`config.mk`:
```
export PLATFORM = sky130hd
export DESIGN_NAME = format_string_integer_formatter_top
export DESIGN_NICKNAME = d
export VERILOG_FILES = /design/src/hdl/fsf_pkg.sv /design/src/hdl/fsf_queue.sv /design/src/hdl/fsf_front.sv /design/src/hdl/fsf_back.sv /design/src/hdl/format_string_integer_formatter_top.sv
export SDC_FILE = /design/constraint.sdc
export NUM_CORES = 1
export LEC_CHECK = 0
export BUFFER_PORTS_ARGS = -buffer_cell sky130_fd_sc_hd__buf_2
export CAP_MARGIN = 20
export CELL_PAD_IN_SITES_DETAIL_PLACEMENT = 0
export CELL_PAD_IN_SITES_GLOBAL_PLACEMENT = 1
export CORE_AREA = 2 2 209 211
export DETAILED_ROUTE_END_ITERATION = 8
export DIE_AREA = 0 0 211 213
export GPL_ROUTABILITY_DRIVEN = 0
export HOLD_SLACK_MARGIN = 0.03
export PLACE_DENSITY = 0.82
export SLEW_MARGIN = 40
export SYNTH_ARGS = -nofsm -noshare
export SYNTH_HDL_FRONTEND = slang
export SYNTH_HIERARCHICAL = 1
export SYNTH_SLANG_ARGS = --single-unit
export TNS_END_PERCENT = 1
```
`constraint.sdc`:
```
create_clock -name clk -period 9.75 [get_ports clk]
set_input_delay 0.4875 -clock clk [delete_from_list [all_inputs] [get_ports clk]]
set_output_delay 0.4875 -clock clk [all_outputs]
set_load 0.05 [all_outputs]
```
`src/hdl/fsf_pkg.sv`:
```
// Shared types, character codes and constants of the format string integer formatter.
package fsf_pkg;

	// Widest field width a specifier may request.
	localparam int MAX_WIDTH = 60;

	// Depth of the command queue between front and back.
	localparam int QUEUE_DEPTH = 4;
	localparam int QPTR_W      = $clog2(QUEUE_DEPTH);

	// Digit storage: binary needs the most slots.
	localparam int DIG_SLOTS   = 16;
	localparam int DIG_IDX_W   = $clog2(DIG_SLOTS);
	localparam int DEC_DIGITS  = 5;
	localparam int OCT_DIGITS  = 6;
	localparam int HEX_DIGITS  = 4;

	// Divide by ten: q = (v * DEC_RECIP) >> DEC_SHIFT is exact for 16-bit v.
	localparam logic [15:0] DEC_RECIP = 16'd52429;
	localparam int          DEC_SHIFT = 19;

	// Configuration register indexes.
	localparam logic [2:0] REG_WIDTH_EN = 3'd0;
	localparam logic [2:0] REG_ALT_EN   = 3'd1;
	localparam logic [2:0] REG_BIN_EN   = 3'd2;
	localparam logic [2:0] REG_OCT_EN   = 3'd3;
	localparam logic [2:0] REG_CHAR_EN  = 3'd4;

	// Character codes.
	localparam logic [7:0] CH_NUL   = 8'h00;
	localparam logic [7:0] CH_SPACE = 8'h20;
	localparam logic [7:0] CH_HASH  = 8'h23;
	localparam logic [7:0] CH_PCT   = 8'h25;
	localparam logic [7:0] CH_DASH  = 8'h2D;
	localparam logic [7:0] CH_ZERO  = 8'h30;
	localparam logic [7:0] CH_NINE  = 8'h39;
	localparam logic [7:0] CH_UP_A  = 8'h41;
	localparam logic [7:0] CH_UP_X  = 8'h58;
	localparam logic [7:0] CH_LO_A  = 8'h61;
	localparam logic [7:0] CH_LO_B  = 8'h62;
	localparam logic [7:0] CH_LO_C  = 8'h63;
	localparam logic [7:0] CH_LO_D  = 8'h64;
	localparam logic [7:0] CH_LO_I  = 8'h69;
	localparam logic [7:0] CH_LO_O  = 8'h6F;
	localparam logic [7:0] CH_LO_P  = 8'h70;
	localparam logic [7:0] CH_LO_U  = 8'h75;
	localparam logic [7:0] CH_LO_X  = 8'h78;

	typedef enum logic [1:0] {
		BASE_DEC,
		BASE_BIN,
		BASE_OCT,
		BASE_HEX
	} base_t;

	typedef enum logic {
		CMD_CHAR,
		CMD_CONV
	} cmd_kind_t;

	// One unit of work for the back end. For a conversion, arg holds the magnitude.
	typedef struct packed {
		cmd_kind_t   kind;
		logic [7:0]  ch;
		logic [15:0] arg;
		base_t       base;
		logic        negate;
		logic        upper;
		logic [5:0]  cols;
		logic        left;
		logic        zero_pad;
		logic        prefix;
	} fsf_cmd_t;

	// Feature enables from the configuration registers.
	typedef struct packed {
		logic width_en;
		logic alt_en;
		logic bin_en;
		logic oct_en;
		logic char_en;
	} fsf_cfg_t;

endpackage

```
`src/hdl/fsf_queue.sv`:
```
// Small command queue between the parser front end and the emitter back end.
module fsf_queue
	import fsf_pkg::*;
(
	input  logic     clk,
	input  logic     arst_n,
	input  logic     push,
	input  fsf_cmd_t push_data,
	output logic     full,
	input  logic     pop,
	output fsf_cmd_t pop_data,
	output logic     empty
);

	fsf_cmd_t             mem_q [QUEUE_DEPTH];
	logic [QPTR_W-1:0]    wr_ptr_q;
	logic [QPTR_W-1:0]    rd_ptr_q;
	logic [QPTR_W:0]      count_q;

	assign full     = (count_q == (QPTR_W+1)'(QUEUE_DEPTH));
	assign empty    = (count_q == '0);
	assign pop_data = mem_q[rd_ptr_q];

	// Storage is written only on push.
	always_ff @(posedge clk) begin
		if (push && !full) begin
			mem_q[wr_ptr_q] <= push_data;
		end
	end

	// Pointers and fill count.
	always_ff @(posedge clk or negedge arst_n) begin
		if (!arst_n) begin
			wr_ptr_q <= '0;
			rd_ptr_q <= '0;
			count_q  <= '0;
		end else begin
			if (push && !full) begin
				wr_ptr_q <= wr_ptr_q + QPTR_W'(1);
			end
			if (pop && !empty) begin
				rd_ptr_q <= rd_ptr_q + QPTR_W'(1);
			end
			case ({push && !full, pop && !empty})
				2'b10:   count_q <= count_q + (QPTR_W+1)'(1);
				2'b01:   count_q <= count_q - (QPTR_W+1)'(1);
				default: count_q <= count_q;
			endcase
		end
	end

endmodule

```
`src/hdl/fsf_front.sv`:
```
// Front end: accepts format bytes, tracks the specifier state and issues commands.
module fsf_front
	import fsf_pkg::*;
(
	input  logic        clk,
	input  logic        arst_n,
	input  fsf_cfg_t    cfg,
	input  logic        in_valid,
	output logic        in_ready,
	input  logic [7:0]  format_char,
	input  logic [15:0] argument,
	input  logic        q_full,
	output logic        cmd_push,
	output fsf_cmd_t    cmd
);

	logic       in_spec_q, zpad_q, left_q, alt_q;
	logic [5:0] fw_q;
	logic       in_spec_d, zpad_d, left_d, alt_d;
	logic [5:0] fw_d;
	logic       emit;
	logic       accept;
	logic       is_digit;
	logic       is_conv;
	logic       is_signed;
	logic [9:0] wsum;

	assign in_ready = !q_full;
	assign accept   = in_valid && in_ready;
	assign cmd_push = accept && emit;

	assign is_digit  = (format_char >= CH_ZERO) && (format_char <= CH_NINE);
	assign is_signed = (format_char == CH_LO_D) || (format_char == CH_LO_I);
	assign is_conv   = is_signed || (format_char == CH_LO_U) || (format_char == CH_LO_X)
		|| (format_char == CH_UP_X) || (format_char == CH_LO_P)
		|| ((format_char == CH_LO_B) && cfg.bin_en)
		|| ((format_char == CH_LO_O) && cfg.oct_en);

	// Next field width when a width digit arrives.
	assign wsum = 10'(fw_q) * 10'd10 + 10'(format_char[3:0]);

	// Classify the byte against the specifier state.
	always_comb begin
		in_spec_d = in_spec_q;
		zpad_d    = zpad_q;
		left_d    = left_q;
		alt_d     = alt_q;
		fw_d      = fw_q;
		emit      = 1'b0;
		cmd       = '0;
		cmd.kind  = CMD_CHAR;
		cmd.ch    = format_char;

		if (format_char == CH_NUL) begin
			emit      = 1'b1;
			in_spec_d = 1'b0;
			zpad_d    = 1'b0;
			left_d    = 1'b0;
			alt_d     = 1'b0;
			fw_d      = '0;
		end else if (!in_spec_q) begin
			if (format_char == CH_PCT) begin
				in_spec_d = 1'b1;
			end else begin
				emit = 1'b1;
			end
		end else if (is_digit && cfg.width_en) begin
			fw_d = (wsum > 10'(MAX_WIDTH)) ? 6'(MAX_WIDTH) : wsum[5:0];
			if (wsum == '0) begin
				zpad_d = 1'b1;
			end
		end else if ((format_char == CH_HASH) && cfg.alt_en) begin
			alt_d = 1'b1;
		end else if ((format_char == CH_DASH) && cfg.width_en) begin
			left_d = 1'b1;
		end else begin
			// Any other byte ends the specifier.
			in_spec_d = 1'b0;
			zpad_d    = 1'b0;
			left_d    = 1'b0;
			alt_d     = 1'b0;
			fw_d      = '0;
			if ((format_char == CH_LO_C) && cfg.char_en) begin
				emit   = 1'b1;
				cmd.ch = argument[7:0];
			end else if (format_char == CH_PCT) begin
				emit = 1'b1;
			end else if (is_conv) begin
				emit         = 1'b1;
				cmd.kind     = CMD_CONV;
				cmd.negate   = is_signed && argument[15];
				cmd.arg      = cmd.negate ? (~argument + 16'd1) : argument;
				cmd.upper    = (format_char != CH_LO_X);
				cmd.cols     = cfg.width_en ? fw_q : '0;
				cmd.left     = cfg.width_en && left_q;
				cmd.zero_pad = zpad_q;
				cmd.prefix   = cfg.alt_en && (alt_q || (format_char == CH_LO_P));
				if (format_char == CH_LO_B) begin
					cmd.base = BASE_BIN;
				end else if (format_char == CH_LO_O) begin
					cmd.base = BASE_OCT;
				end else if (is_signed || (format_char == CH_LO_U)) begin
					cmd.base = BASE_DEC;
				end else begin
					cmd.base = BASE_HEX;
				end
			end
		end
	end

	// Specifier state advances only on an accepted beat.
	always_ff @(posedge clk or negedge arst_n) begin
		if (!arst_n) begin
			in_spec_q <= 1'b0;
			zpad_q    <= 1'b0;
			left_q    <= 1'b0;
			alt_q     <= 1'b0;
			fw_q      <= '0;
		end else if (accept) begin
			in_spec_q <= in_spec_d;
			zpad_q    <= zpad_d;
			left_q    <= left_d;
			alt_q     <= alt_d;
			fw_q      <= fw_d;
		end
	end

endmodule

```
`src/hdl/fsf_back.sv`:
```
// Back end: extracts digits and emits the justified characters of each command.
module fsf_back
	import fsf_pkg::*;
(
	input  logic       clk,
	input  logic       arst_n,
	input  logic       cmd_valid,
	input  fsf_cmd_t   cmd,
	output logic       cmd_pop,
	output logic       out_valid,
	input  logic       out_ready,
	output logic [7:0] out_char,
	output logic       last_of_run
);

	typedef enum logic [7:0] {
		S_IDLE    = 8'b0000_0001,
		S_EXTRACT = 8'b0000_0010,
		S_MEASURE = 8'b0000_0100,
		S_PADL    = 8'b0000_1000,
		S_SIGN    = 8'b0001_0000,
		S_PFX0    = 8'b0010_0000,
		S_PFXX    = 8'b0100_0000,
		S_DIGIT   = 8'b1000_0000
	} state_t;

	// Right padding reuses the digit count register; see the PADR flag below.
	state_t       state_q, state_d;
	logic         padr_q, padr_d;
	logic [5:0]   cnt_q, cnt_d;
	logic         out_v_q;
	logic [7:0]   out_char_q;
	logic         out_last_q;

	logic [15:0]  val_q;
	base_t        base_q;
	logic         neg_q, upper_q, left_q, zpad_q, prefix_q;
	logic [5:0]   cols_q;
	logic [3:0]   dig_q [DIG_SLOTS];
	logic [2:0]   idx_q;
	logic [4:0]   len_q;
	logic [5:0]   pad_q;

	logic         fire;
	logic         emit;
	logic [7:0]   emit_char;
	logic         emit_last;
	logic         load_conv;
	logic [31:0]  dec_prod;
	logic [15:0]  dec_quo;
	logic [15:0]  dec_rem;
	logic [3:0]   p2_dig [DIG_SLOTS];
	logic [4:0]   len_c;
	logic [5:0]   pad_c;
	logic [5:0]   cnt_m1;
	logic [3:0]   cur_dig;
	state_t       after_pad;

	assign fire        = !out_v_q || out_ready;
	assign out_valid   = out_v_q;
	assign out_char    = out_char_q;
	assign last_of_run = out_last_q;
	assign load_conv   = (state_q == S_IDLE) && cmd_valid && (cmd.kind == CMD_CONV);

	// One decimal digit per cycle by reciprocal multiplication.
	assign dec_prod = val_q * DEC_RECIP;
	assign dec_quo  = 16'(dec_prod[31:DEC_SHIFT]);
	assign dec_rem  = val_q - ((dec_quo << 3) + (dec_quo << 1));

	// Power-of-two bases split into digits directly.
	always_comb begin
		logic [31:0] sh;
		sh = '0;
		for (int i = 0; i < DIG_SLOTS; i++) begin
			p2_dig[i] = '0;
			case (base_q)
				BASE_BIN: p2_dig[i] = {3'b000, val_q[i]};
				BASE_OCT: begin
					sh = {16'h0000, val_q} >> (3 * i);
					if (i < OCT_DIGITS) begin
						p2_dig[i] = {1'b0, sh[2:0]};
					end
				end
				BASE_HEX: begin
					sh = {16'h0000, val_q} >> (4 * i);
					if (i < HEX_DIGITS) begin
						p2_dig[i] = sh[3:0];
					end
				end
				default: p2_dig[i] = '0;
			endcase
		end
	end

	// Significant digit count, at least one, and the padding it leaves.
	always_comb begin
		len_c = 5'd1;
		for (int i = 0; i < DIG_SLOTS; i++) begin
			if (dig_q[i] != '0) begin
				len_c = 5'(i + 1);
			end
		end
		pad_c = (cols_q > 6'(len_c)) ? (cols_q - 6'(len_c)) : '0;
	end

	assign cnt_m1  = cnt_q - 6'd1;
	assign cur_dig = dig_q[cnt_m1[DIG_IDX_W-1:0]];
	assign after_pad = neg_q ? S_SIGN : (prefix_q ? S_PFX0 : S_DIGIT);

	// Sequencer: one output character per free output slot.
	always_comb begin
		state_d   = state_q;
		cnt_d     = cnt_q;
		padr_d    = padr_q;
		emit      = 1'b0;
		emit_char = CH_SPACE;
		emit_last = 1'b0;
		cmd_pop   = 1'b0;
		case (state_q)
			S_IDLE: begin
				if (cmd_valid) begin
					if (cmd.kind == CMD_CHAR) begin
						if (fire) begin
							cmd_pop   = 1'b1;
							emit      = 1'b1;
							emit_char = cmd.ch;
							emit_last = 1'b1;
						end
					end else begin
						cmd_pop = 1'b1;
						padr_d  = 1'b0;
						state_d = S_EXTRACT;
					end
				end
			end
			S_EXTRACT: begin
				if ((base_q != BASE_DEC) || (idx_q == 3'(DEC_DIGITS - 1))) begin
					state_d = S_MEASURE;
				end
			end
			S_MEASURE: begin
				if (!left_q && (pad_c != '0)) begin
					state_d = S_PADL;
					cnt_d   = pad_c;
				end else begin
					state_d = after_pad;
					cnt_d   = 6'(len_c);
				end
			end
			S_PADL: begin
				if (fire) begin
					emit      = 1'b1;
					emit_char = zpad_q ? CH_ZERO : CH_SPACE;
					if (cnt_q == 6'd1) begin
						state_d = after_pad;
						cnt_d   = 6'(len_q);
					end else begin
						cnt_d = cnt_m1;
					end
				end
			end
			S_SIGN: begin
				if (fire) begin
					emit      = 1'b1;
					emit_char = CH_DASH;
					state_d   = prefix_q ? S_PFX0 : S_DIGIT;
				end
			end
			S_PFX0: begin
				if (fire) begin
					emit      = 1'b1;
					emit_char = CH_ZERO;
					state_d   = S_PFXX;
				end
			end
			S_PFXX: begin
				if (fire) begin
					emit      = 1'b1;
					emit_char = CH_LO_X;
					state_d   = S_DIGIT;
				end
			end
			S_DIGIT: begin
				if (fire) begin
					emit = 1'b1;
					if (padr_q) begin
						emit_char = CH_SPACE;
					end else if (cur_dig < 4'd10) begin
						emit_char = CH_ZERO + 8'(cur_dig);
					end else begin
						emit_char = (upper_q ? CH_UP_A : CH_LO_A) + 8'(cur_dig) - 8'd10;
					end
					if (cnt_q == 6'd1) begin
						if (!padr_q && left_q && (pad_q != '0)) begin
							padr_d = 1'b1;
							cnt_d  = pad_q;
						end else begin
							emit_last = 1'b1;
							padr_d    = 1'b0;
							state_d   = S_IDLE;
						end
					end else begin
						cnt_d = cnt_m1;
					end
				end
			end
			default: state_d = S_IDLE;
		endcase
	end

	// Control registers and the output register.
	always_ff @(posedge clk or negedge arst_n) begin
		if (!arst_n) begin
			state_q <= S_IDLE;
			cnt_q   <= '0;
			padr_q  <= 1'b0;
			out_v_q <= 1'b0;
		end else begin
			state_q <= state_d;
			cnt_q   <= cnt_d;
			padr_q  <= padr_d;
			if (fire) begin
				out_v_q <= emit;
			end
		end
	end

	// Payload registers.
	always_ff @(posedge clk) begin
		if (fire && emit) begin
			out_char_q <= emit_char;
			out_last_q <= emit_last;
		end
		if (load_conv) begin
			val_q    <= cmd.arg;
			base_q   <= cmd.base;
			neg_q    <= cmd.negate;
			upper_q  <= cmd.upper;
			cols_q   <= cmd.cols;
			left_q   <= cmd.left;
			zpad_q   <= cmd.zero_pad;
			prefix_q <= cmd.prefix;
			idx_q    <= '0;
			for (int i = 0; i < DIG_SLOTS; i++) begin
				dig_q[i] <= '0;
			end
		end else if (state_q == S_EXTRACT) begin
			if (base_q == BASE_DEC) begin
				dig_q[{1'b0, idx_q}] <= dec_rem[3:0];
				val_q                <= dec_quo;
				idx_q                <= idx_q + 3'd1;
			end else begin
				for (int i = 0; i < DIG_SLOTS; i++) begin
					dig_q[i] <= p2_dig[i];
				end
			end
		end
		if (state_q == S_MEASURE) begin
			len_q <= len_c;
			pad_q <= pad_c;
		end
	end

	// The digit count never runs past the measured length.
	a_digit_cnt: assert property (@(posedge clk) disable iff (!arst_n)
		(state_q == S_DIGIT) && !padr_q |-> (cnt_q != '0) && (cnt_q <= 6'(len_q)))
		else $error("digit index out of range");

	// Trailing padding only for left-justified conversions.
	a_padr_left: assert property (@(posedge clk) disable iff (!arst_n)
		padr_q && (state_q == S_DIGIT) |-> left_q)
		else $error("trailing padding without left justification");

	// The prefix is always the pair "0x".
	a_prefix_pair: assert property (@(posedge clk) disable iff (!arst_n)
		(state_q == S_PFX0) && fire |=> (state_q == S_PFXX))
		else $error("prefix split");

	// Commands are taken only between conversions.
	a_pop_idle: assert property (@(posedge clk) disable iff (!arst_n)
		cmd_pop |-> (state_q == S_IDLE) && cmd_valid)
		else $error("command taken while busy");

endmodule

```
`src/hdl/format_string_integer_formatter_top.sv`:
```
// Integer formatter for printf-style format strings: APB registers, front end, queue, back end.
//
// Usage: format bytes arrive on in_valid/in_ready with format_char and a 16-bit argument,
// one beat per byte. Characters leave on out_valid/out_ready as out_char, and
// last_of_run marks the final character caused by one input beat. Bytes that only
// update specifier state (%, flags, width digits) or form an invalid specifier produce
// no output beat. A zero byte produces a single zero character and clears the specifier.
// A literal byte passes through the command queue and the output register before it is
// offered on the output. A conversion is loaded, has its digits extracted (binary, octal
// and hex at once, decimal one digit per cycle through the divide-by-ten multiplier) and
// measured, then emits one character per cycle while the output is not stalled, up to
// 63 characters.
// Throughput: literal bytes pass at one per cycle while the output is not stalled; the
// emitter takes no new command until a conversion is done. A four-entry command queue
// lets the parser keep accepting bytes while the emitter works.
// Reset clears the specifier state, the queue and the output register and sets all
// feature enables to one. When the receiver stalls, the current character is held and
// the queue fills, after which in_ready drops. Configuration is written over APB with
// register i at byte address 4*i.
module format_string_integer_formatter_top
	import fsf_pkg::*;
(
	input  logic        clk,
	input  logic        arst_n,
	input  logic        psel,
	input  logic        penable,
	input  logic        pwrite,
	input  logic [4:0]  paddr,
	input  logic [31:0] pwdata,
	output logic [31:0] prdata,
	output logic        pready,
	input  logic        in_valid,
	output logic        in_ready,
	input  logic [7:0]  format_char,
	input  logic [15:0] argument,
	output logic        out_valid,
	input  logic        out_ready,
	output logic [7:0]  out_char,
	output logic        last_of_run
);

	fsf_cfg_t   cfg_q;
	logic [2:0] reg_idx;
	logic       wr_en;
	logic       q_full, q_empty, q_push, q_pop;
	fsf_cmd_t   push_cmd, pop_cmd;

	assign pready  = 1'b1;
	assign reg_idx = paddr[4:2];
	assign wr_en   = psel && penable && pwrite;

	// Register writes.
	always_ff @(posedge clk or negedge arst_n) begin
		if (!arst_n) begin
			cfg_q <= '1;
		end else if (wr_en) begin
			case (reg_idx)
				REG_WIDTH_EN: cfg_q.width_en <= pwdata[0];
				REG_ALT_EN:   cfg_q.alt_en   <= pwdata[0];
				REG_BIN_EN:   cfg_q.bin_en   <= pwdata[0];
				REG_OCT_EN:   cfg_q.oct_en   <= pwdata[0];
				REG_CHAR_EN:  cfg_q.char_en  <= pwdata[0];
				default:      cfg_q          <= cfg_q;
			endcase
		end
	end

	// Register reads.
	always_comb begin
		case (reg_idx)
			REG_WIDTH_EN: prdata = {31'b0, cfg_q.width_en};
			REG_ALT_EN:   prdata = {31'b0, cfg_q.alt_en};
			REG_BIN_EN:   prdata = {31'b0, cfg_q.bin_en};
			REG_OCT_EN:   prdata = {31'b0, cfg_q.oct_en};
			REG_CHAR_EN:  prdata = {31'b0, cfg_q.char_en};
			default:      prdata = '0;
		endcase
	end

	fsf_front u_front (
		.clk         (clk),
		.arst_n      (arst_n),
		.cfg         (cfg_q),
		.in_valid    (in_valid),
		.in_ready    (in_ready),
		.format_char (format_char),
		.argument    (argument),
		.q_full      (q_full),
		.cmd_push    (q_push),
		.cmd         (push_cmd)
	);

	fsf_queue u_queue (
		.clk       (clk),
		.arst_n    (arst_n),
		.push      (q_push),
		.push_data (push_cmd),
		.full      (q_full),
		.pop       (q_pop),
		.pop_data  (pop_cmd),
		.empty     (q_empty)
	);

	fsf_back u_back (
		.clk         (clk),
		.arst_n      (arst_n),
		.cmd_valid   (!q_empty),
		.cmd         (pop_cmd),
		.cmd_pop     (q_pop),
		.out_valid   (out_valid),
		.out_ready   (out_ready),
		.out_char    (out_char),
		.last_of_run (last_of_run)
	);

endmodule
```
# Word-level counts from Yosys, hierarchy flattened
# Memories as Yosys holds them, arrays and structs flattened.
# Index checks and enable logic that the tools add are counted.
# Widths: inputs -> output; s select.
word_totals:
  regBits: 90
  ramBits: 216
  in_bits: 68
  output_inout_bits: 44
  memories: 2
mem_list:
  columns: ["name", "words", "width", "rd", "rd_clocked_by_memory_dff", "wr", "line_no", "rtl"]
  rows:
  - ["u_queue.mem_q", 4, 38, 1, 0, 1, "fsf_queue.sv:15", "fsf_cmd_t mem_q [QUEUE_DEPTH];"]
  - ["u_back.dig_q", 16, 4, 16, 0, 16, "fsf_back.sv:39", "logic [3:0] dig_q [DIG_SLOTS];"]
classes:
  n_addsub: 14
  mul: 2
  magnitude_cmp: 5
  n_eq_ne: 51
  mux: 171
  bitwise_logic: 17
  reduce_logical: 82
ops:
  columns: ["operator", "n"]
  rows:
  - ["$mux 38", 5]
  - ["$mux 8", 22]
  - ["$mux 4", 27]
  - ["$mux 6", 15]
  - ["$mux 29", 3]
  - ["$eq 8x7->1 const B", 10]
  - ["$mux 1", 68]
  - ["$mux 16", 4]
  - ["$pmux 8 s8", 1]
  - ["$reduce_bool 4->1", 15]
  - ["$pmux 4 s3", 4]
  - ["$pmux 8 s6", 1]
  - ["$eq 8x6->1 const B", 4]
  - ["$mul 16x16->32 const B", 1]
  - ["$logic_and 1x1->1", 22]
  - ["$ne 2x1->1 const B", 11]
  - ["$pmux 6 s3", 1]
  - ["$add 16x1->16 const B", 1]
  - ["$not 16->16", 1]
  - ["$or 1x1->1", 16]
  - ["$reduce_and 4->1", 4]
  - ["$mux 5", 3]
  - ["$reduce_and 2->1", 7]
  - ["$mux 3", 4]
  - ["52 further kinds", 92]

# Longest topological paths before layout
# Gate-level depths: netlist of the first run.
# An unclocked memory read counts as a cell.
depth:
  ltp_word: 23
  ltp_mapped: 23

# Modules after synthesis
# Netlist of the first run, hierarchy kept.
by_module_without_submodules:
  columns: ["mod", "instances", "cells_per_inst", "area_per_inst_um2", "seq_area_each_um2"]
  rows:
  - ["fsf_back", 1, 1012, 10566.4, 3134.3]
  - ["fsf_queue", 1, 236, 5959.5, 4739.5]
  - ["fsf_front", 1, 233, 1838.0, 250.2]
  - ["format_string_integer_formatter_top", 1, 61, 559.3, 131.4]

# Least setup slack after synthesis of the first run
# No wires, ideal clock.
synth_path:
  kind: "reg-to-reg"
  start: "register u_back.val_q[3]"
  end: "memory u_back.dig_q[1][2], data pin"
  setup_time_ns: 0.274
  t_arrival_ns: 5.573
  t_required_ns: 9.476
  slack_ns: 3.903
  path_stages_with_launch: 21
  period_less_slack_ns: 5.847
  cell_sequence: "edfxtp_1 ha_1 inv_1 fa_1 inv_1 fa_1 inv_1 fa_1 fa_1 inv_1 fa_1 ha_1 a21oi_1 o21ai_2 or3_2 o211a_1 nand3_1 inv_1 ha_1 xor2_1 o21ai_0"
synth_lines:
  columns: ["item", "line_no", "rtl"]
  rows:
  - ["start, declared", "fsf_back.sv:35", "logic [15:0] val_q;"]
  - ["start signal, assigned", "fsf_back.sv:235", "val_q <= cmd.arg;"]
  - ["start signal, assigned", "fsf_back.sv:250", "val_q <= dec_quo;"]
  - ["end, declared", "fsf_back.sv:39", null]

==> impl_metrics.ini, run 1 <==
[hold_path]
hp-class = in2reg
hold_depth = 2

[worst_setup_path]
reg2reg_setup_slack_ns = 2.89
path_class = reg2reg
cp_cell_sequence = ha_1 > inv_1 > fa_1 > inv_1 > fa_1 > inv_1 > fa_1 > fa_1 > inv_1 > fa_1 > ha_1 > a21oi_1 > o21ai_2 > or3_2 > o211a_1 > nand3_1 > inv_1 > ha_1 > xor2_1 > o21ai_0
path_buf_inv = 5
crit_fanout = 8
critPathRequiredTime_ns = 9.99
crit_path_start_kind = register
slowest_delay_ns = 0.62
worstRegToRegCells = 20
cp.depth = 20
cp-end-kind = register
critPathArrivalTime_ns = 7.11
critical-path-slowest-cell = xor2_1
critPathTopFamily = adder cells

[yosys]
synth_cells = 1542
yosysUniqueCellTypes = 111
synth_top_cell_by_area = edfxtp_1
synth_top_area_frac = 0.382
synth_common_cells = edfxtp_1, inv_1, ha_1
yosys_warnings = 6
async_flop_share = 0.135
synth_edf_count = 241
synth.avg_cell_area_um2 = 12.3
post-synth-top-count-cell = edfxtp_1
ys.flop_type = edfxtp_1
ys_seq_area_frac = 0.436
yosys-top-cells-area = edfxtp_1, ha_1, fa_1
syn_area_um2 = 18900
ys_ff_latch = 282

[floorplan]
start_util = 0.443
die_x_um = 211
die_area_um2 = 44900
core_um2 = 42700
ios = 112
row_count = 76
chipHeight_um = 213

[cts]
numClockSinks = 282
root_buffer = clkbuf_16
cts_tree = yes
cts_resized = 0
cts_buffer_depth = 3
cts_max_level = 1
clkLatencyLatePin_ns = 0.54
cts_inserted_buffers = 29
cts.reportedPaths.clkPinSlew_ns = 0.06

[routing]
drt-total-wl_mm = 40.6
met3WireLength_mm = 1.97
vias = 12000
post-route-drc-count = 0
drt_iter0_drc = 847
m1WireLength_mm = 18.4
dr.max_layer_used = met4
via_per_inst = 5.58
ant_nets = 0
first_pass_iters = 5
met2_length_mm = 19.5
routedWlPerCell_um = 18.8

[placed_design]
hpwl_mm = 30.5
dpl_worst_slack_ns = 2.94
io_buffers = 46

[sta]
period_needed_ns = 6.86
clock.fmax_ghz = 0.146
hold_viol = 0
setup_slack_ns = 2.89
finalCritPeriodShare = 0.704
finalMaxSlewViolations = 0
worst_clock_skew_ns = 0.0123
worst_pin_slew_ns = 0.817
timing.slew.headroom = 0.453
tns_ns = 0
setup_viol = 0
rsz0062_at_grt = no

[finish]
fill_cells = 3676
multi_input_area_um2 = 9550
diodes = 0
drive_above_1_share = 0.137
area_delta_synth_final_pct = 8.06
nets = 1910
register_area_um2 = 8260

[global_routing]
gr-total-overflow = 0
grt_max_degree = 41
grt_use_total = 0.184
grt_first_pass_wirelength_mm = 65.6
grt_pass1_vias = 12100
antenna_found_initial = 0

[flow_run]
maxCapViolations = 0

[run_status]
status = completed
through the flow:
stage | utilization | hold slack, ns | std cells | instance area (um^2)
CTS | 0.479 | 0.225 | 2156 | 20400
global placement | 0.457 | 0.494 | 2102 | 19500
floorplan | - | 0.192 | 1572 | 19000
finish | 0.479 | 0.240 | 2156 | 20400
detailed placement | 0.457 | 0.496 | 2102 | 19500
global route | 0.479 | 0.236 | 2156 | 20400
cell usage in the layout (no fill, tap or decap), types with 31 or more instances in the layout:
cell | synthesis | final
inv_1 | 198 | 198
xnor2_1 | 31 | 31
nor2_1 | 82 | 82
buf_2 | 19 | 46
mux4_2 | 48 | 48
o21ai_0 | 55 | 55
a21oi_1 | 52 | 52
nand2_1 | 82 | 82
fa_1 | 85 | 85
conb_1 | 2 | 32
ha_1 | 169 | 169
edfxtp_1 | 241 | 241
dfrtp_1 | 32 | 31
repair_timing:
item | CTS | global route
setup buffers | 0 | 0
hold buffers | 1 | 0
hold endpoints to repair | 10 | 0
final timing paths:
| path | from | endpoint |
|---|---|---|
| max | u_back/val_q[8] | u_back/dig_q[3][2] |
| min | pwdata[0] | cfg_q[1] |
| max reg2reg | u_back/val_q[8] | u_back/dig_q[3][2] |
| min reg2reg | u_front/left_q | u_front/left_q |
| max in group asynchronous | arst_n | u_queue/rd_ptr_q[0] |
| min in group asynchronous | arst_n | u_back/cnt_q[0] |
state kept, by name, indices dropped and copies added, names as in the netlist, 5 cells and up:
signal	count
u_back/dig_q	40
u_back/pad_q	6
u_back/cnt_q	6
u_back/out_char	8
u_back/cols_q	6
u_back/state_q	8
u_queue/mem_q	152
u_front/fw_q	6
cfg_q	5
u_back/len_q	5
u_back/val_q	16
routing by layer:
| metal | global-route usage | vias up |
|---|---|---|
| met2 | 0.305 | 351 |
| met4 | 0.0420 | 0 |
| met3 | 0.0206 | 62 |
| met1 | 0.262 | 5947 |
| met5 | 0 | - |
| li1 | - | 5665 |
cells by family after synthesis:
group,after synthesis,share of synthesized area
other cells,2,0.000397
flops,282,0.436
buf+inv,268,0.0658
compound gates,252,0.0955
xor+xnor,55,0.0270
simple gates,358,0.103
mux,71,0.0704
fa+ha+maj,254,0.202
final cells by class:
cell class                 count  area share
multi-input combinational   1022       0.467
tap                          546      0.0334
inverter                     199      0.0365
timing repair buffer          54      0.0145
clock inverter                15     0.00765
sequential                   282       0.404
clock buffer                  38      0.0371
Power of run 1 is left out: the tool's default activity adds up to more than one toggle a clock period on the data nets, which glitch-free logic cannot reach.
==> inputs of run 2 (changes only) <==
Settings changed: PLACE_DENSITY 0.82 to 0.85.
Clock period 9.75 ns to 6 ns, I/O delays scaled along.
==> run 2 against run 1 <==
Compared with the run above: cell count increased by 2.6%; count of clock-buffer cells in the layout increased by 2; first-iteration DRC count up 13%; flip-flop and latch count is the same; worst setup slack got worse by 2.7 ns; global-route usage up 0.13 points.
==> impl_metrics.ini, run 2 (synthesis gave the netlist of run 1 again) <==
[run_status]
status = completed

[finish]
final_area_um2 = 21100
largest_register = u_queue/mem_q
top_regs = u_queue/mem_q: 152 flops, u_back/dig_q: 40 flops, u_back/val_q: 16 flops
diodes = 0
drive_above_1_share = 0.183
nets = 1967
final_cell_mix = edfxtp_1, inv_1, ha_1, fa_1
largest_register_ffs = 152
area_delta_synth_final_pct = 11.3
final_common_cell = edfxtp_1

[placed_design]
post_dp_cell_area_um2 = 19900
io_buffers = 46
hpwl_mm = 31.3

[cts]
cts_inserted_buffers = 28
cts_buffer_depth = 3
cts.reportedPaths.clkPinSlew_ns = 0.06
clkLatencyLatePin_ns = 0.54
cts_tree = yes
cts_max_level = 1
numClockSinks = 282
root_buffer = clkbuf_16

[floorplan]
die_x_um = 211
chipHeight_um = 213
core_um2 = 42700
row_count = 76
die_area_um2 = 44900
start_util = 0.443
ios = 112

[sta]
hold_viol = 0
timing.slew.headroom = 0.480
worst_clock_skew_ns = 0.00955
finalCritPeriodShare = 0.975
worst_pin_slew_ns = 0.776
setup_viol = 0
finalMaxSlewViolations = 0
clock.fmax_ghz = 0.171
period_needed_ns = 5.85

[worst_setup_path]
critPathRequiredTime_ns = 6.39
critPathArrivalTime_ns = 6.24
crit_fanout = 8
crit_path_start_kind = register
worstRegToRegCells = 20
path_class = reg2reg
cp-end-kind = register

[global_routing]
gr-total-overflow = 0
grt_use_total = 0.186
grt_first_pass_wirelength_mm = 66.3
antenna_found_initial = 0
grt_max_degree = 40
grt_pass1_vias = 12300

[routing]
vias = 12400
first_pass_iters = 5
routedWlPerCell_um = 18.7
ant_nets = 0
post-route-drc-count = 0
drt-total-wl_mm = 41.5
drt_iter0_drc = 960
via_per_inst = 5.58

[hold_path]
hold_depth = 2
hp-class = in2reg

[flow_run]
maxCapViolations = 0
-- run 2: cell count changes in the layout (fill, tap and decap cells not counted), moves of 3 or more --
| cell | before | now |
|---|---|---|
| a21oi_1 | 52 | 49 |
| ha_2 | 0 | 5 |
| a21oi_2 | 2 | 5 |
| ha_1 | 169 | 154 |
| ha_4 | 0 | 10 |
| buf_4 | 6 | 64 |
-- run 2: path summary, 6_finish.rpt --
check | slack, ns | end | startpoint
max in group asynchronous | 5.32 | u_queue/rd_ptr_q[0] | arst_n
max | 0.15 | u_back/dig_q[1][3] | u_back/val_q[7]
min | 0.05 | cfg_q[1] | pwdata[0]
min in group asynchronous | 0.28 | u_back/cnt_q[4] | arst_n
max reg2reg | 0.15 | u_back/dig_q[1][3] | u_back/val_q[7]
min reg2reg | 0.52 | u_queue/count_q[2] | u_queue/count_q[2]
-- run 2: cell type report --
| cell class | count | area (um^2) |
|---|---|---|
| inverter | 199 | 747 |
| multi-input combinational | 1022 | 9750 |
| clock buffer | 40 | 777 |
| sequential | 282 | 8260 |
| timing repair buffer | 112 | 738 |
| tap | 546 | 683 |
| clock inverter | 11 | 103 |
| fill | 3624 | 21600 |
-- run 2: repair_timing --
action,CTS,global route
resized for setup,2,32
hold buffers,1,0
hold endpoints to repair,32,0
pin swaps,3,27
setup buffers,3,10
endpoints found under the setup margin,16,29
-- run 2: metal layers --
metal | up-vias | part of all wire | track usage
li1 | 5765 | - | -
met1 | 6113 | 0.44 | 0.263
met2 | 420 | 0.48 | 0.310
met3 | 55 | 0.059 | 0.0199
met4 | 0 | 0.018 | 0.0408
met5 | - | 0 | 0
-- run 2: stage by stage --
stage | setup WS [ns] | util | hold slack, ns | cells | TNS (ns)
floorplan | 0.153 | - | 0.00441 | 1572 | 0
global placement | 0.00514 | 0.465 | 0.477 | 2147 | 0
detailed placement | -0.0619 | 0.465 | 0.310 | 2147 | -0.450
CTS | 0.0112 | 0.487 | 0.0372 | 2202 | 0
global route | -0.0261 | 0.493 | 0.0501 | 2212 | -0.0612
finish | 0.148 | 0.493 | 0.0531 | 2212 | 0
-- run 2: critical path: stages (launching register included) --
cell and delay, ns:
edfxtp_1 0.50, ha_4 0.34, inv_2 0.05, fa_1 0.50, inv_2 0.05, fa_1 0.52, inv_1 0.05, fa_1 0.48
fa_1 0.50, inv_1 0.05, fa_1 0.51, ha_4 0.32, buf_6 0.10, o2111ai_4 0.10, o21ai_2 0.18, a21oi_2 0.09
xnor2_2 0.24, ha_1 0.31, a21oi_2 0.17, xnor3_2 0.48, o21ai_2 0.17
Power of run 2 is left out for the same reason.
==> inputs of run 3 (changes only) <==
Settings changed: BUFFER_PORTS_ARGS -buffer_cell sky130_fd_sc_hd__buf_2 to default, CORE_AREA 2 2 209 211 to 2 2 202 204, DIE_AREA 0 0 211 213 to 0 0 204 206, DONT_BUFFER_PORTS from default to 1, PLACE_DENSITY 0.85 to 0.86.
==> run 3 against run 2 <==
Compared with the run above: clock skew increased by 0.0042 ns; sequential share of layout area decreased by 0.056 points; largest cell class unchanged; count of clock-buffer cells in the layout decreased by 5; critical path depth decreased by 2; worst hold slack about the same; wire length increased by 2.6%; flip-flop and latch count unchanged; critical endpoint unchanged; via count decreased by 0.43%; register-to-register slack about the same; design area increased by 0.14%; global-route usage increased by 1.9 points; utilization increased by 3.2 points.
==> impl_metrics.ini, run 3 (synthesis gave the netlist of run 1 again) <==
[run_status]
status = completed

[sta]
worst_clock_skew_ns = 0.0138
timing.slew.headroom = 0.486
finalMaxSlewViolations = 0
worst_pin_slew_ns = 0.770
finalCritPeriodShare = 0.977
hold_viol = 0
setup_viol = 0
clock.fmax_ghz = 0.171
period_needed_ns = 5.86

[worst_setup_path]
crit_path_start_kind = register
path_class = reg2reg
cp-end-kind = register
critPathArrivalTime_ns = 6.25
reg2reg_setup_slack_ns = 0.14
critPathRequiredTime_ns = 6.39
crit_fanout = 8

[finish]
area_delta_synth_final_pct = 11.4
diodes = 0
drive_above_1_share = 0.167
final_common_cell = edfxtp_1
nets = 1932
final_cell_mix = edfxtp_1, inv_1, ha_1, fa_1
top_regs = u_queue/mem_q: 152 flops, u_back/dig_q: 40 flops, u_back/val_q: 16 flops
largest_register_ffs = 152
largest_register = u_queue/mem_q
fin_util = 0.525
fill_cells = 3360

[cts]
cts_tree = yes
clkLatencyLatePin_ns = 0.55
root_buffer = clkbuf_16
cts_max_level = 1
cts_buffer_depth = 3
cts_inserted_buffers = 29
numClockSinks = 282
cts.reportedPaths.clkPinSlew_ns = 0.06

[placed_design]
hpwl_mm = 31.7
io_buffers = 0

[floorplan]
start_util = 0.471
die_x_um = 204
core_um2 = 40200
ios = 112
chipHeight_um = 206
die_area_um2 = 42000
row_count = 74

[global_routing]
grt_pass1_vias = 12400
grt_max_degree = 40
grt_use_total = 0.204
gr-total-overflow = 0
antenna_found_initial = 0
grt_first_pass_wirelength_mm = 67.3

[routing]
post-route-drc-count = 0
drt_iter0_drc = 1017
via_per_inst = 5.68
ant_nets = 0
routedWlPerCell_um = 19.7
drt-total-wl_mm = 42.6
vias = 12300
first_pass_iters = 5

[flow_run]
maxCapViolations = 0

[hold_path]
hp-class = in2reg
[run 3: changes by cell type in the layout (fill, tap and decap cells not counted), sizes merged]
cell         before  now
clkbuf           40   35
dlygate4sd3       1   12
buf             111   64
bufinv            2    5
clkinvlp          0    2
inv             200  203
[run 3: per-layer routing]
layer  global-route usage  vias to the layer above  routed length [um]
met5                    0                        -                   0
met4               0.0587                        0                1160
met2                0.339                      442               20600
met3               0.0289                       69                2700
met1                0.281                     6096               18100
li1                     -                     5693                   -
[run 3: metrics by stage]
stage	area (um^2)	hold WS, ns	setup slack, ns	TNS [ns]	cells
2_1_floorplan	19000	0.00441	0.153	0	1572
3_3_place_gp	19600	0.00548	0.00365	0	2087
3_5_place_dp	19600	0.00555	-0.0436	-0.214	2087
4_1_cts	20800	0.0385	-0.00465	-0.00465	2154
5_1_grt	21100	0.0569	-0.0238	-0.0545	2165
6_report	21100	0.0535	0.141	0	2165
[run 3: layout make-up]
type / count / area, um^2 / area share
Tap cell: 532 / 666 / 0.0316
Inverter: 199 / 747 / 0.0354
Timing Repair Buffer: 76 / 633 / 0.0300
Multi-Input combinational cell: 1022 / 9750 / 0.462
Sequential cell: 282 / 8260 / 0.392
Clock buffer: 35 / 790 / 0.0374
Clock inverter: 19 / 250 / 0.0119
[run 3: worst max-delay path, stage by stage (launching register included)]
cell	delay, ns
edfxtp_1	0.52
ha_4	0.33
inv_1	0.05
fa_1	0.52
fa_1	0.44
fa_1	0.52
fa_1	0.55
inv_1	0.06
fa_1	0.59
ha_4	0.23
and3_2	0.19
and2_4	0.18
or3_2	0.40
o211a_1	0.14
nand3_2	0.11
buf_4	0.13
a21oi_2	0.04
xnor3_2	0.51
o21ai_2	0.18
[run 3: final timing paths]
kind	from	depth (start not counted)	to
min in group asynchronous	arst_n	2	u_back/cnt_q[2]
worst max register to register	u_back/val_q[2]	18	u_back/dig_q[1][3]
worst max-delay path	u_back/val_q[2]	18	u_back/dig_q[1][3]
worst min-delay path	format_char[4]	1	u_queue/mem_q[1][33]
worst min register to register	u_back/idx_q[0]	2	u_back/idx_q[0]
max in group asynchronous	arst_n	2	cfg_q[1]
[run 3: timing repair]
item                                    CTS  global route
endpoints found under the setup margin   17            29
hold buffers                             13             0
setup buffers                             0            10
endpoints found under the hold margin    50             0
pin swaps                                 3            20
gates resized for setup                   3            28
Power of run 3 is left out for the same reason.
